===== config.mk =====
export PLATFORM = sky130hd
export DESIGN_NAME = current_limit_episode_trip_top_flat
export DESIGN_NICKNAME = d
export VERILOG_FILES = /design/src/hdl/clet_pkg.sv /design/src/hdl/clet_in_if.sv /design/src/hdl/clet_out_if.sv /design/src/hdl/clet_regs.sv /design/src/hdl/clet_core.sv /design/src/hdl/current_limit_episode_trip_top.sv /design/src/flat_wrapper.sv
export SDC_FILE = /design/constraint.sdc
export NUM_CORES = 1
export LEC_CHECK = 0
export BUFFER_PORTS_ARGS = -buffer_cell sky130_fd_sc_hd__buf_2
export CAP_MARGIN = 20
export CORE_ASPECT_RATIO = 1.2
export CORE_UTILIZATION = 48
export CTS_BUF_LIST = sky130_fd_sc_hd__clkbuf_16
export DETAILED_ROUTE_END_ITERATION = 8
export GPL_TIMING_DRIVEN = 0
export PLACE_DENSITY = 0.67
export SLEW_MARGIN = 20
export SYNTH_ARGS = -nofsm -noshare
export SYNTH_HDL_FRONTEND = slang
export SYNTH_SLANG_ARGS = --single-unit

===== constraint.sdc =====
create_clock -name clk -period 10.6 [get_ports clk]
set_input_delay 0 -clock clk [delete_from_list [all_inputs] [get_ports clk]]
set_output_delay 0 -clock clk [all_outputs]
set_load 0.1 [all_outputs]

===== src/hdl/clet_pkg.sv =====
`timescale 1ns / 1ps

package clet_pkg;

  localparam int NOW_W  = 32;
  localparam int CNT_W  = 7;
  localparam int DATA_W = 32;
  localparam int ADDR_W = 3;

  localparam logic [NOW_W-1:0] OFF_DELAY_RST  = NOW_W'(1000);
  localparam logic [CNT_W-1:0] TRIP_LIMIT_RST = CNT_W'(3);
  localparam logic [CNT_W-1:0] LIMIT_LATCH    = CNT_W'(1);

  // register index, taken from paddr bit 2
  typedef enum logic {
    REG_OFF_DELAY  = 1'b0,
    REG_TRIP_LIMIT = 1'b1
  } clet_reg_t;

  typedef struct packed {
    logic [NOW_W-1:0] off_delay_ms;
    logic [CNT_W-1:0] trip_limit;
  } clet_cfg_t;

  typedef struct packed {
    logic             trip;
    logic [CNT_W-1:0] episode_count;
  } clet_result_t;

endpackage


===== src/hdl/clet_in_if.sv =====
`timescale 1ns / 1ps

interface clet_in_if;
  logic                      valid;
  logic                      ready;
  logic                      warning;
  logic [clet_pkg::NOW_W-1:0] now_ms;

  modport source (output valid, output warning, output now_ms, input ready);
  modport sink   (input valid, input warning, input now_ms, output ready);
endinterface


===== src/hdl/clet_out_if.sv =====
`timescale 1ns / 1ps

interface clet_out_if;
  logic                      valid;
  logic                      ready;
  logic                      trip;
  logic [clet_pkg::CNT_W-1:0] episode_count;

  modport source (output valid, output trip, output episode_count, input ready);
  modport sink   (input valid, input trip, input episode_count, output ready);
endinterface


===== src/hdl/clet_regs.sv =====
`timescale 1ns / 1ps

module clet_regs (
  input  logic                        clk,
  input  logic                        rst_n,
  input  logic                        psel,
  input  logic                        penable,
  input  logic                        pwrite,
  input  logic [clet_pkg::ADDR_W-1:0] paddr,
  input  logic [clet_pkg::DATA_W-1:0] pwdata,
  output logic [clet_pkg::DATA_W-1:0] prdata,
  output logic                        pready,
  output clet_pkg::clet_cfg_t         cfg
);

  clet_pkg::clet_cfg_t cfg_r, cfg_nxt;
  clet_pkg::clet_reg_t sel;
  logic                wr_en;

  assign sel    = clet_pkg::clet_reg_t'(paddr[2]);
  assign wr_en  = psel && penable && pwrite;
  assign pready = 1'b1;
  assign cfg    = cfg_r;

  always_comb begin
    cfg_nxt = cfg_r;
    if (wr_en) begin
      case (sel)
        clet_pkg::REG_OFF_DELAY:  cfg_nxt.off_delay_ms = pwdata;
        clet_pkg::REG_TRIP_LIMIT: cfg_nxt.trip_limit   = pwdata[clet_pkg::CNT_W-1:0];
        default:                  cfg_nxt = cfg_r;
      endcase
    end
  end

  always_comb begin
    case (sel)
      clet_pkg::REG_OFF_DELAY:  prdata = cfg_r.off_delay_ms;
      clet_pkg::REG_TRIP_LIMIT: prdata = clet_pkg::DATA_W'(cfg_r.trip_limit);
      default:                  prdata = '0;
    endcase
  end

  always_ff @(posedge clk) begin
    if (!rst_n) begin
      cfg_r.off_delay_ms <= clet_pkg::OFF_DELAY_RST;
      cfg_r.trip_limit   <= clet_pkg::TRIP_LIMIT_RST;
    end else begin
      cfg_r <= cfg_nxt;
    end
  end

endmodule


===== src/hdl/clet_core.sv =====
`timescale 1ns / 1ps

module clet_core (
  input  logic                       clk,
  input  logic                       rst_n,
  input  logic                       step,
  input  logic                       warning,
  input  logic [clet_pkg::NOW_W-1:0] now_ms,
  input  clet_pkg::clet_cfg_t        cfg,
  output clet_pkg::clet_result_t     res
);

  logic                       edge_prev_r, edge_prev_nxt;
  logic [clet_pkg::CNT_W-1:0] episodes_r, episodes_nxt;
  logic                       tof_prev_r, tof_prev_nxt;
  logic                       tof_run_r, tof_run_nxt;
  logic [clet_pkg::NOW_W-1:0] tof_start_r, tof_start_nxt;

  logic                       latch_mode;
  logic                       fall;
  logic                       run0;
  logic [clet_pkg::NOW_W-1:0] start0;
  logic [clet_pkg::NOW_W-1:0] elapsed;
  logic                       hold;
  logic                       stretched;
  logic                       level;
  logic                       rise;
  logic [clet_pkg::CNT_W-1:0] cap;

  always_comb begin
    latch_mode = (cfg.trip_limit == clet_pkg::LIMIT_LATCH);

    // off-delay timer
    fall      = tof_prev_r && !warning;
    run0      = (fall || tof_run_r) && !warning;
    start0    = fall ? now_ms : tof_start_r;
    elapsed   = now_ms - start0;
    hold      = run0 && (elapsed <= cfg.off_delay_ms);
    stretched = warning || hold;

    // episode edge detect, raw warning in latch mode
    level = latch_mode ? warning : stretched;
    rise  = level && !edge_prev_r;
    cap   = latch_mode ? clet_pkg::LIMIT_LATCH : cfg.trip_limit;

    episodes_nxt  = (rise && (episodes_r < cap)) ? episodes_r + 1'b1 : episodes_r;
    edge_prev_nxt = level;

    // timer state is frozen in latch mode
    tof_prev_nxt  = latch_mode ? tof_prev_r  : warning;
    tof_run_nxt   = latch_mode ? tof_run_r   : hold;
    tof_start_nxt = latch_mode ? tof_start_r : start0;

    res.episode_count = episodes_nxt;
    res.trip = latch_mode ? (episodes_nxt == clet_pkg::LIMIT_LATCH)
                          : (stretched || (episodes_nxt == cfg.trip_limit));
  end

  always_ff @(posedge clk) begin
    if (!rst_n) begin
      edge_prev_r <= 1'b0;
      episodes_r  <= '0;
      tof_prev_r  <= 1'b0;
      tof_run_r   <= 1'b0;
      tof_start_r <= '0;
    end else if (step) begin
      edge_prev_r <= edge_prev_nxt;
      episodes_r  <= episodes_nxt;
      tof_prev_r  <= tof_prev_nxt;
      tof_run_r   <= tof_run_nxt;
      tof_start_r <= tof_start_nxt;
    end
  end

endmodule


===== src/hdl/current_limit_episode_trip_top.sv =====
`timescale 1ns / 1ps
// channel  | direction | payload                      | handshake
// in_chan  | sink      | warning, now_ms[31:0]        | valid / ready
// out_chan | source    | trip, episode_count[6:0]     | valid / ready
// cfg_*    | apb slave | off_delay_ms @0, limit @4    | psel / penable, pready tied high
//
// one word per cycle while out_chan.ready is high; input register, then result register
// the rate is set by the single state update between the input and result registers
// synchronous active-low reset clears timer, edge and episode state, cfg to defaults
// an input word is still taken while a result waits, until the input register fills

module current_limit_episode_trip_top (
  input  logic                        clk,
  input  logic                        rst_n,
  clet_in_if.sink                     in_chan,
  clet_out_if.source                  out_chan,
  input  logic                        cfg_psel,
  input  logic                        cfg_penable,
  input  logic                        cfg_pwrite,
  input  logic [clet_pkg::ADDR_W-1:0] cfg_paddr,
  input  logic [clet_pkg::DATA_W-1:0] cfg_pwdata,
  output logic [clet_pkg::DATA_W-1:0] cfg_prdata,
  output logic                        cfg_pready
);

  clet_pkg::clet_cfg_t    cfg;
  clet_pkg::clet_result_t res;

  // input register
  logic                       in_vld_r, in_vld_nxt;
  logic                       in_warn_r;
  logic [clet_pkg::NOW_W-1:0] in_now_r;

  // result register
  logic                       out_vld_r, out_vld_nxt;
  clet_pkg::clet_result_t     out_res_r;

  logic take;     // input word accepted
  logic advance;  // input register moves into result register

  clet_regs u_regs (
    .clk     (clk),
    .rst_n   (rst_n),
    .psel    (cfg_psel),
    .penable (cfg_penable),
    .pwrite  (cfg_pwrite),
    .paddr   (cfg_paddr),
    .pwdata  (cfg_pwdata),
    .prdata  (cfg_prdata),
    .pready  (cfg_pready),
    .cfg     (cfg)
  );

  // state advances exactly once per word, when it leaves the input register
  clet_core u_core (
    .clk     (clk),
    .rst_n   (rst_n),
    .step    (advance),
    .warning (in_warn_r),
    .now_ms  (in_now_r),
    .cfg     (cfg),
    .res     (res)
  );

  assign advance       = in_vld_r && (!out_vld_r || out_chan.ready);
  assign in_chan.ready = !in_vld_r || advance;
  assign take          = in_chan.valid && in_chan.ready;

  always_comb begin
    in_vld_nxt  = take || (in_vld_r && !advance);
    out_vld_nxt = advance || (out_vld_r && !out_chan.ready);
  end

  always_ff @(posedge clk) begin
    if (!rst_n) begin
      in_vld_r  <= 1'b0;
      out_vld_r <= 1'b0;
    end else begin
      in_vld_r  <= in_vld_nxt;
      out_vld_r <= out_vld_nxt;
    end
  end

  // payload registers, no reset
  always_ff @(posedge clk) begin
    if (take) begin
      in_warn_r <= in_chan.warning;
      in_now_r  <= in_chan.now_ms;
    end
    if (advance) begin
      out_res_r <= res;
    end
  end

  assign out_chan.valid         = out_vld_r;
  assign out_chan.trip          = out_res_r.trip;
  assign out_chan.episode_count = out_res_r.episode_count;

endmodule


===== src/flat_wrapper.sv =====
// flat-port wrapper written by rule: the top's interface ports become plain ports
module current_limit_episode_trip_top_flat 
  (clk, rst_n, cfg_psel, cfg_penable, cfg_pwrite, cfg_paddr, cfg_pwdata, cfg_prdata, cfg_pready, in_chan_valid, in_chan_warning, in_chan_now_ms, in_chan_ready, out_chan_valid, out_chan_trip, out_chan_episode_count, out_chan_ready);
  clet_in_if in_chan_i ();
  clet_out_if out_chan_i ();
  input  logic clk;
  input  logic rst_n;
  input  logic cfg_psel;
  input  logic cfg_penable;
  input  logic cfg_pwrite;
  input  logic [clet_pkg::ADDR_W-1:0] cfg_paddr;
  input  logic [clet_pkg::DATA_W-1:0] cfg_pwdata;
  output logic [clet_pkg::DATA_W-1:0] cfg_prdata;
  output logic cfg_pready;
  input wire logic [$bits(in_chan_i.valid)-1:0] in_chan_valid;
  input wire logic [$bits(in_chan_i.warning)-1:0] in_chan_warning;
  input wire logic [$bits(in_chan_i.now_ms)-1:0] in_chan_now_ms;
  output wire logic [$bits(in_chan_i.ready)-1:0] in_chan_ready;
  output wire logic [$bits(out_chan_i.valid)-1:0] out_chan_valid;
  output wire logic [$bits(out_chan_i.trip)-1:0] out_chan_trip;
  output wire logic [$bits(out_chan_i.episode_count)-1:0] out_chan_episode_count;
  input wire logic [$bits(out_chan_i.ready)-1:0] out_chan_ready;
  assign in_chan_i.valid = in_chan_valid;
  assign in_chan_i.warning = in_chan_warning;
  assign in_chan_i.now_ms = in_chan_now_ms;
  assign in_chan_ready = in_chan_i.ready;
  assign out_chan_valid = out_chan_i.valid;
  assign out_chan_trip = out_chan_i.trip;
  assign out_chan_episode_count = out_chan_i.episode_count;
  assign out_chan_i.ready = out_chan_ready;
  current_limit_episode_trip_top u_core (.clk(clk), .rst_n(rst_n), .in_chan(in_chan_i), .out_chan(out_chan_i), .cfg_psel(cfg_psel), .cfg_penable(cfg_penable), .cfg_pwrite(cfg_pwrite), .cfg_paddr(cfg_paddr), .cfg_pwdata(cfg_pwdata), .cfg_prdata(cfg_prdata), .cfg_pready(cfg_pready));
endmodule

==> After elaboration in Yosys (flattened, before gate mapping) <==
Cells that the tools add are included.
{ "classes": {"n_reduce_logical": 27, "add_sub_neg": 2, "bitwise": 2, "order_cmp": 2, "eq_ne": 3, "muxes": 6} }
{ "ops": {"columns": ["cell", "count"], "rows": [
  ["case mux 32 bit (2 select lines)", 1],
  ["less-or-equal comparator 32 bit", 1],
  ["two-way mux 32 bit", 1],
  ["subtractor 32 bit", 1],
  ["== test 7 x 1 -> 1 bit, second input constant", 2],
  ["two-way mux 7 bit", 2],
  ["logical AND 1 bit", 11],
  ["adder 7 x 1 -> 7 bit, second input constant", 1],
  ["== test 7 bit", 1],
  ["logical OR 1 bit", 7],
  ["less-than comparator 7 bit", 1],
  ["zero test 1 bit", 6],
  ["AND reduction 2 bit", 3],
  ["two-way mux 1 bit", 2],
  ["NOT 1 bit", 2]
]} }
{ "totals": {"ff_bits": 124, "out_inout_bits": 43} }

==> Longest topological paths before layout <==
{ "depth": {"depth_word": 14, "depth_mapped": 26} }

==> By module <==
From an unflattened synthesis, not the netlist that was laid out.
{ "unflattened": {"cells_unflattened": 905, "hier_area_um2": 8157.8} }
{ "by_module_without_submodules": {"columns": ["module", "area_each_um2", "n_inst", "seq_area_each_um2", "cells_per_inst"], "rows": [
  ["clet_core", 4921.0, 1, 840.8, 647],
  ["clet_regs", 1901.8, 1, 780.7, 208],
  ["current_limit_episode_trip_top", 1335.0, 1, 1271.2, 50]
]} }

==> Least setup slack after synthesis <==
No wires, ideal clock.
{ "synth_path": {"path_kind": "flip-flop to flip-flop", "from": "reg u_core.in_warn_r", "to": "reg u_core.out_res_r, in the netlist u_core.out_chan.trip (data pin)", "period_less_slack_ps": 5990, "required_ps": 10336, "n_path_buf": 4, "stages_incl_launch_ff": 27, "setup_slack_ps": 4610, "arrival_ps": 5726, "cell_sequence": "edfxtp_1 > nor2b_1 > buf_2 > buf_2 > buf_1 > mux2i_1 > ha_1 > and4_1 > and2_1 > o21a_1 > a2111oi_0 > a211o_1 > o211ai_2 > a31o_1 > a21oi_1 > xnor2_1 > ha_1 > a21o_1 > a21oi_1 > o221ai_1 > a2111oi_2 > a211oi_2 > nor3_4 > buf_2 > mux2i_1 > a311oi_1 > o31ai_1"} }
{ "synth_lines": {"columns": ["element", "line_no", "rtl"], "rows": [
  ["start: declaration", "current_limit_episode_trip_top.sv:31", "logic in_warn_r;"],
  ["start signal: assignment", "current_limit_episode_trip_top.sv:87", "in_warn_r <= in_chan.warning;"],
  ["end signal: assignment", "current_limit_episode_trip_top.sv:91", "out_res_r <= res;"],
  ["end: declaration", "current_limit_episode_trip_top.sv:36", "clet_pkg::clet_result_t out_res_r;"]
]} }

==> impl_metrics.py <==
metrics = {
    "clock_tree": {
        "cts_tree": "yes",
        "clk_latency_ns": 0.43,
        "max-clock-path-buffers": 2,
        "cts_buffers": 17,
        "cts.clk_slew.worst_paths_ns": 0.06,
        "cts.sinks": 124,
        "post_cts_resized": 0,
        "htree_levels": 4,
        "cts-root-buf": "clkbuf_16",
        "hold_buffers": 68,
        "post-cts-setup-buffers": 0,
    },
    "synth": {
        "yosys.area_share.simple_pct": 16.3,
        "yosysSeqAreaShare_pct": 36.9,
        "syn_nets": 1022,
        "syn_inst": 879,
        "synth_flop_cell": "dfxtp_1",
        "postSynthAreaPerCell_sq_um": 8.92,
        "synth-compound-area-share_pct": 20.1,
        "synth_xor_area_share_pct": 5.87,
        "synthArstFlopShare_pct": 0,
        "synth_cell_type_count": 68,
        "ys_seq_elements": 124,
        "synthMuxAreaShare_pct": 4.64,
        "synth_edf_count": 41,
        "synthAdderAreaFrac_pct": 11.1,
        "synth_top_family_by_area": "compound AO/OA/AOI/OAI gates",
        "syn-cell-area_sq_mm": 0.00785,
        "yosysWarnings": 0,
    },
    "sta": {
        "timing.hold.ws_ns": 0.0450,
        "rsz0062_at_grt": "no",
        "min_period_over_period_pct": 67.0,
        "drv_slew": 0,
        "setup_tns_ns": 0,
        "tightest_slew_ns": 0.842,
        "fmax_mhz": 141,
        "relSlewSlack_pct": 43.9,
        "clock_skew_ns": 0.0124,
        "finalHoldViolations": 0,
        "fin_crit_ns": 7.10,
        "setup_viol": 0,
    },
    "floorplanning": {
        "design.die.area_sq_mm": 0.0169,
        "pin_count": 118,
        "die_h_um": 142,
        "coreArea_sq_mm": 0.0158,
        "die_w_um": 119,
        "start_util_pct": 49.8,
        "placement_rows": 50,
    },
    "critical_path": {
        "timing.rr.start": "u_core.in_warn_r",
        "crit_path_max_fanout": 10,
        "regToRegSetupSlack_ns": 3.50,
        "r2r-end": "u_core.out_chan.trip",
        "cp-end-kind": "flip-flop",
        "worstPathRequired_ns": 10.83,
        "r2r_cells": 26,
        "cp.arrival_ns": 7.33,
        "critical_path_class": "flip-flop to flip-flop",
        "cp-start-kind": "flip-flop",
    },
    "place": {
        "numPortBuffers": 113,
        "dp_hpwl_um": 15000,
        "gp_congestion": 0.919,
    },
    "power": {
        "vdd_drop_max_mv": 0.0988,
        "power_density_mw_per_mm2": 148,
        "p_leak_uw": 0.00432,
    },
    "detailed_routing": {
        "drt-initial-drc-count": 318,
        "dr.pass1.iters": 5,
        "drt-vias-per-instance": 5.33,
        "wl_per_cell_um": 15.4,
        "routed_wl_um": 20000,
        "drc": 0,
        "ant_nets": 0,
        "route.vias.total": 6934,
    },
    "min_path": {
        "min_from": "rst_n",
        "min_to": "u_core.u_core.episodes_r[6]",
        "min_path_cells": 2,
        "hold_path_class": "input port to flip-flop",
    },
    "cells_and_area": {
        "antennaDiodeCount": 0,
        "fin_nets": 1223,
        "layout_commonest_cell": "nand2_1",
        "mostFrequentLayoutCells": "nand2_1 (140), buf_2 (116), dfxtp_1 (83), dlygate4sd3_1 (68), ha_1 (67)",
        "syn_to_final_growth_pct": 26.6,
        "drive_gt1_share_pct": 15.3,
    },
    "flow_run": {
        "maxCapViolCount": 0,
    },
    "global_routing": {
        "grt_pass1_vias": 6873,
        "grt_max_degree": 33,
        "grt_use_total_pct": 24.7,
        "overflow": 0,
        "antenna_found_initial": 0,
        "grt_pass1_wl_um": 32600,
    },
    "run_status": {
        "status": "completed",
    },
}
kinds of logic (layout without fill, tap and decap cells):
family / Yosys count / count (layout)
other cells: 1 / 1
buf+inv: 102 / 316
xor+xnor: 51 / 51
compound gates: 217 / 217
simple gates: 279 / 279
mux: 36 / 36
fa+ha+maj: 69 / 69
flops: 124 / 124
how the worst max path moves through the flow:
stage | startpoint | endpoint | slack (ns) | cells after the start
after global routing | u_core.in_warn_r | u_core.out_chan.trip | 3.00 | 26
after floorplan | u_core.in_warn_r | u_core.out_chan.trip | 4.61 | 26
after detailed placement | u_core.in_warn_r | u_core.out_chan.trip | 3.63 | 26
after global placement | u_core.in_warn_r | u_core.out_chan.trip | 3.71 | 25
after CTS | u_core.in_warn_r | u_core.out_chan.trip | 3.60 | 26
final | u_core.in_warn_r | u_core.out_chan.trip | 3.50 | 26
layout make-up:
type                    instances  area (sq um)
repair buffers                182          1270
fillers                      1409          5830
plain buffers                  44           180
clock buffers                  17           425
clock inverters                15           133
well taps                     208           260
flip-flops and latches        124          2890
multi-input cells             653          4560
inverters                      58           218
cell usage after synthesis, types with 13 or more instances:
| cell type | n | area (sq um) |
|---|---|---|
| nor2_1 | 46 | 173 |
| a21boi_0 | 37 | 278 |
| edfxtp_1 | 41 | 1230 |
| ha_1 | 67 | 838 |
| nand2_1 | 140 | 526 |
| o21ai_0 | 27 | 135 |
| clkbuf_1 | 34 | 128 |
| a21oi_1 | 44 | 220 |
| nand3_1 | 23 | 115 |
| inv_1 | 58 | 218 |
| xor2_1 | 14 | 123 |
| mux2i_1 | 33 | 330 |
| o211a_1 | 27 | 270 |
| dfxtp_1 | 83 | 1660 |
| a21o_1 | 13 | 97.6 |
| xnor2_1 | 36 | 315 |
through the flow:
stage | cell area, sq um | power [uW] | setup slack, ns | util (%) | instances
floorplan | 7850 | 813 | 4.61 | - | 879
global placement | 8670 | 896 | 3.71 | 55.0 | 1200
detailed placement | 8690 | 900 | 3.63 | 55.1 | 1201
CTS | 9930 | 1480 | 3.60 | 63.0 | 1301
global route | 9930 | 1540 | 3.00 | 63.0 | 1301
finish | 9930 | 1470 | 3.50 | 63.0 | 1301
power by group:
| group | switching [uW] | total, uW | leakage [uW] | internal [uW] |
|---|---|---|---|---|
| combinational | 227 | 385 | 0.00297 | 157 |
| sequential | 12.8 | 527 | 0.00107 | 514 |
| clock | 215 | 554 | 0.000274 | 340 |
state kept, by name, summed over array words and instances, names as in the netlist:
signal and flops:
u_core.u_regs.cfg 39, u_core.in_now_r 32, u_core.u_core.tof_start_r 32, u_core.out_chan.episode_count 7, u_core.u_core.episodes_r 7, u_core.in_vld_r 1
u_core.in_warn_r 1, u_core.out_chan.trip 1, u_core.out_chan.valid 1, u_core.u_core.edge_prev_r 1, u_core.u_core.tof_prev_r 1, u_core.u_core.tof_run_r 1
metal layers:
layer | routed length [um] | part of all wire [%] | track usage (%) | up-vias
met5 | 0 | 0 | 0 | -
met4 | 467 | 2.3 | 10.3 | 0
met3 | 545 | 2.7 | 3.77 | 32
met2 | 10500 | 53 | 47.4 | 137
met1 | 8460 | 42 | 26.8 | 3250
li1 | - | - | - | 3515
worst max-delay path, cell delays in order, from the launching register on:
cell       delay [ns]
edfxtp_1         0.51
nor2b_1          0.15
buf_2            0.18
buf_2            0.27
buf_1            0.66
mux2i_1          0.32
ha_1             0.33
and4_1           0.23
and2_1           0.16
o21a_1           0.17
a2111oi_0        0.41
a211o_1          0.29
o211ai_2         0.15
a31o_1           0.24
a21oi_1          0.17
xnor2_1          0.15
ha_1             0.26
a21o_1           0.18
a21oi_1          0.14
o221ai_1         0.19
a2111oi_2        0.33
a211oi_2         0.21
nor3_4           0.31
buf_2            0.29
mux2i_1          0.21
a311oi_1         0.06
o31ai_1          0.32
Power figures use the tool's default switching activity.
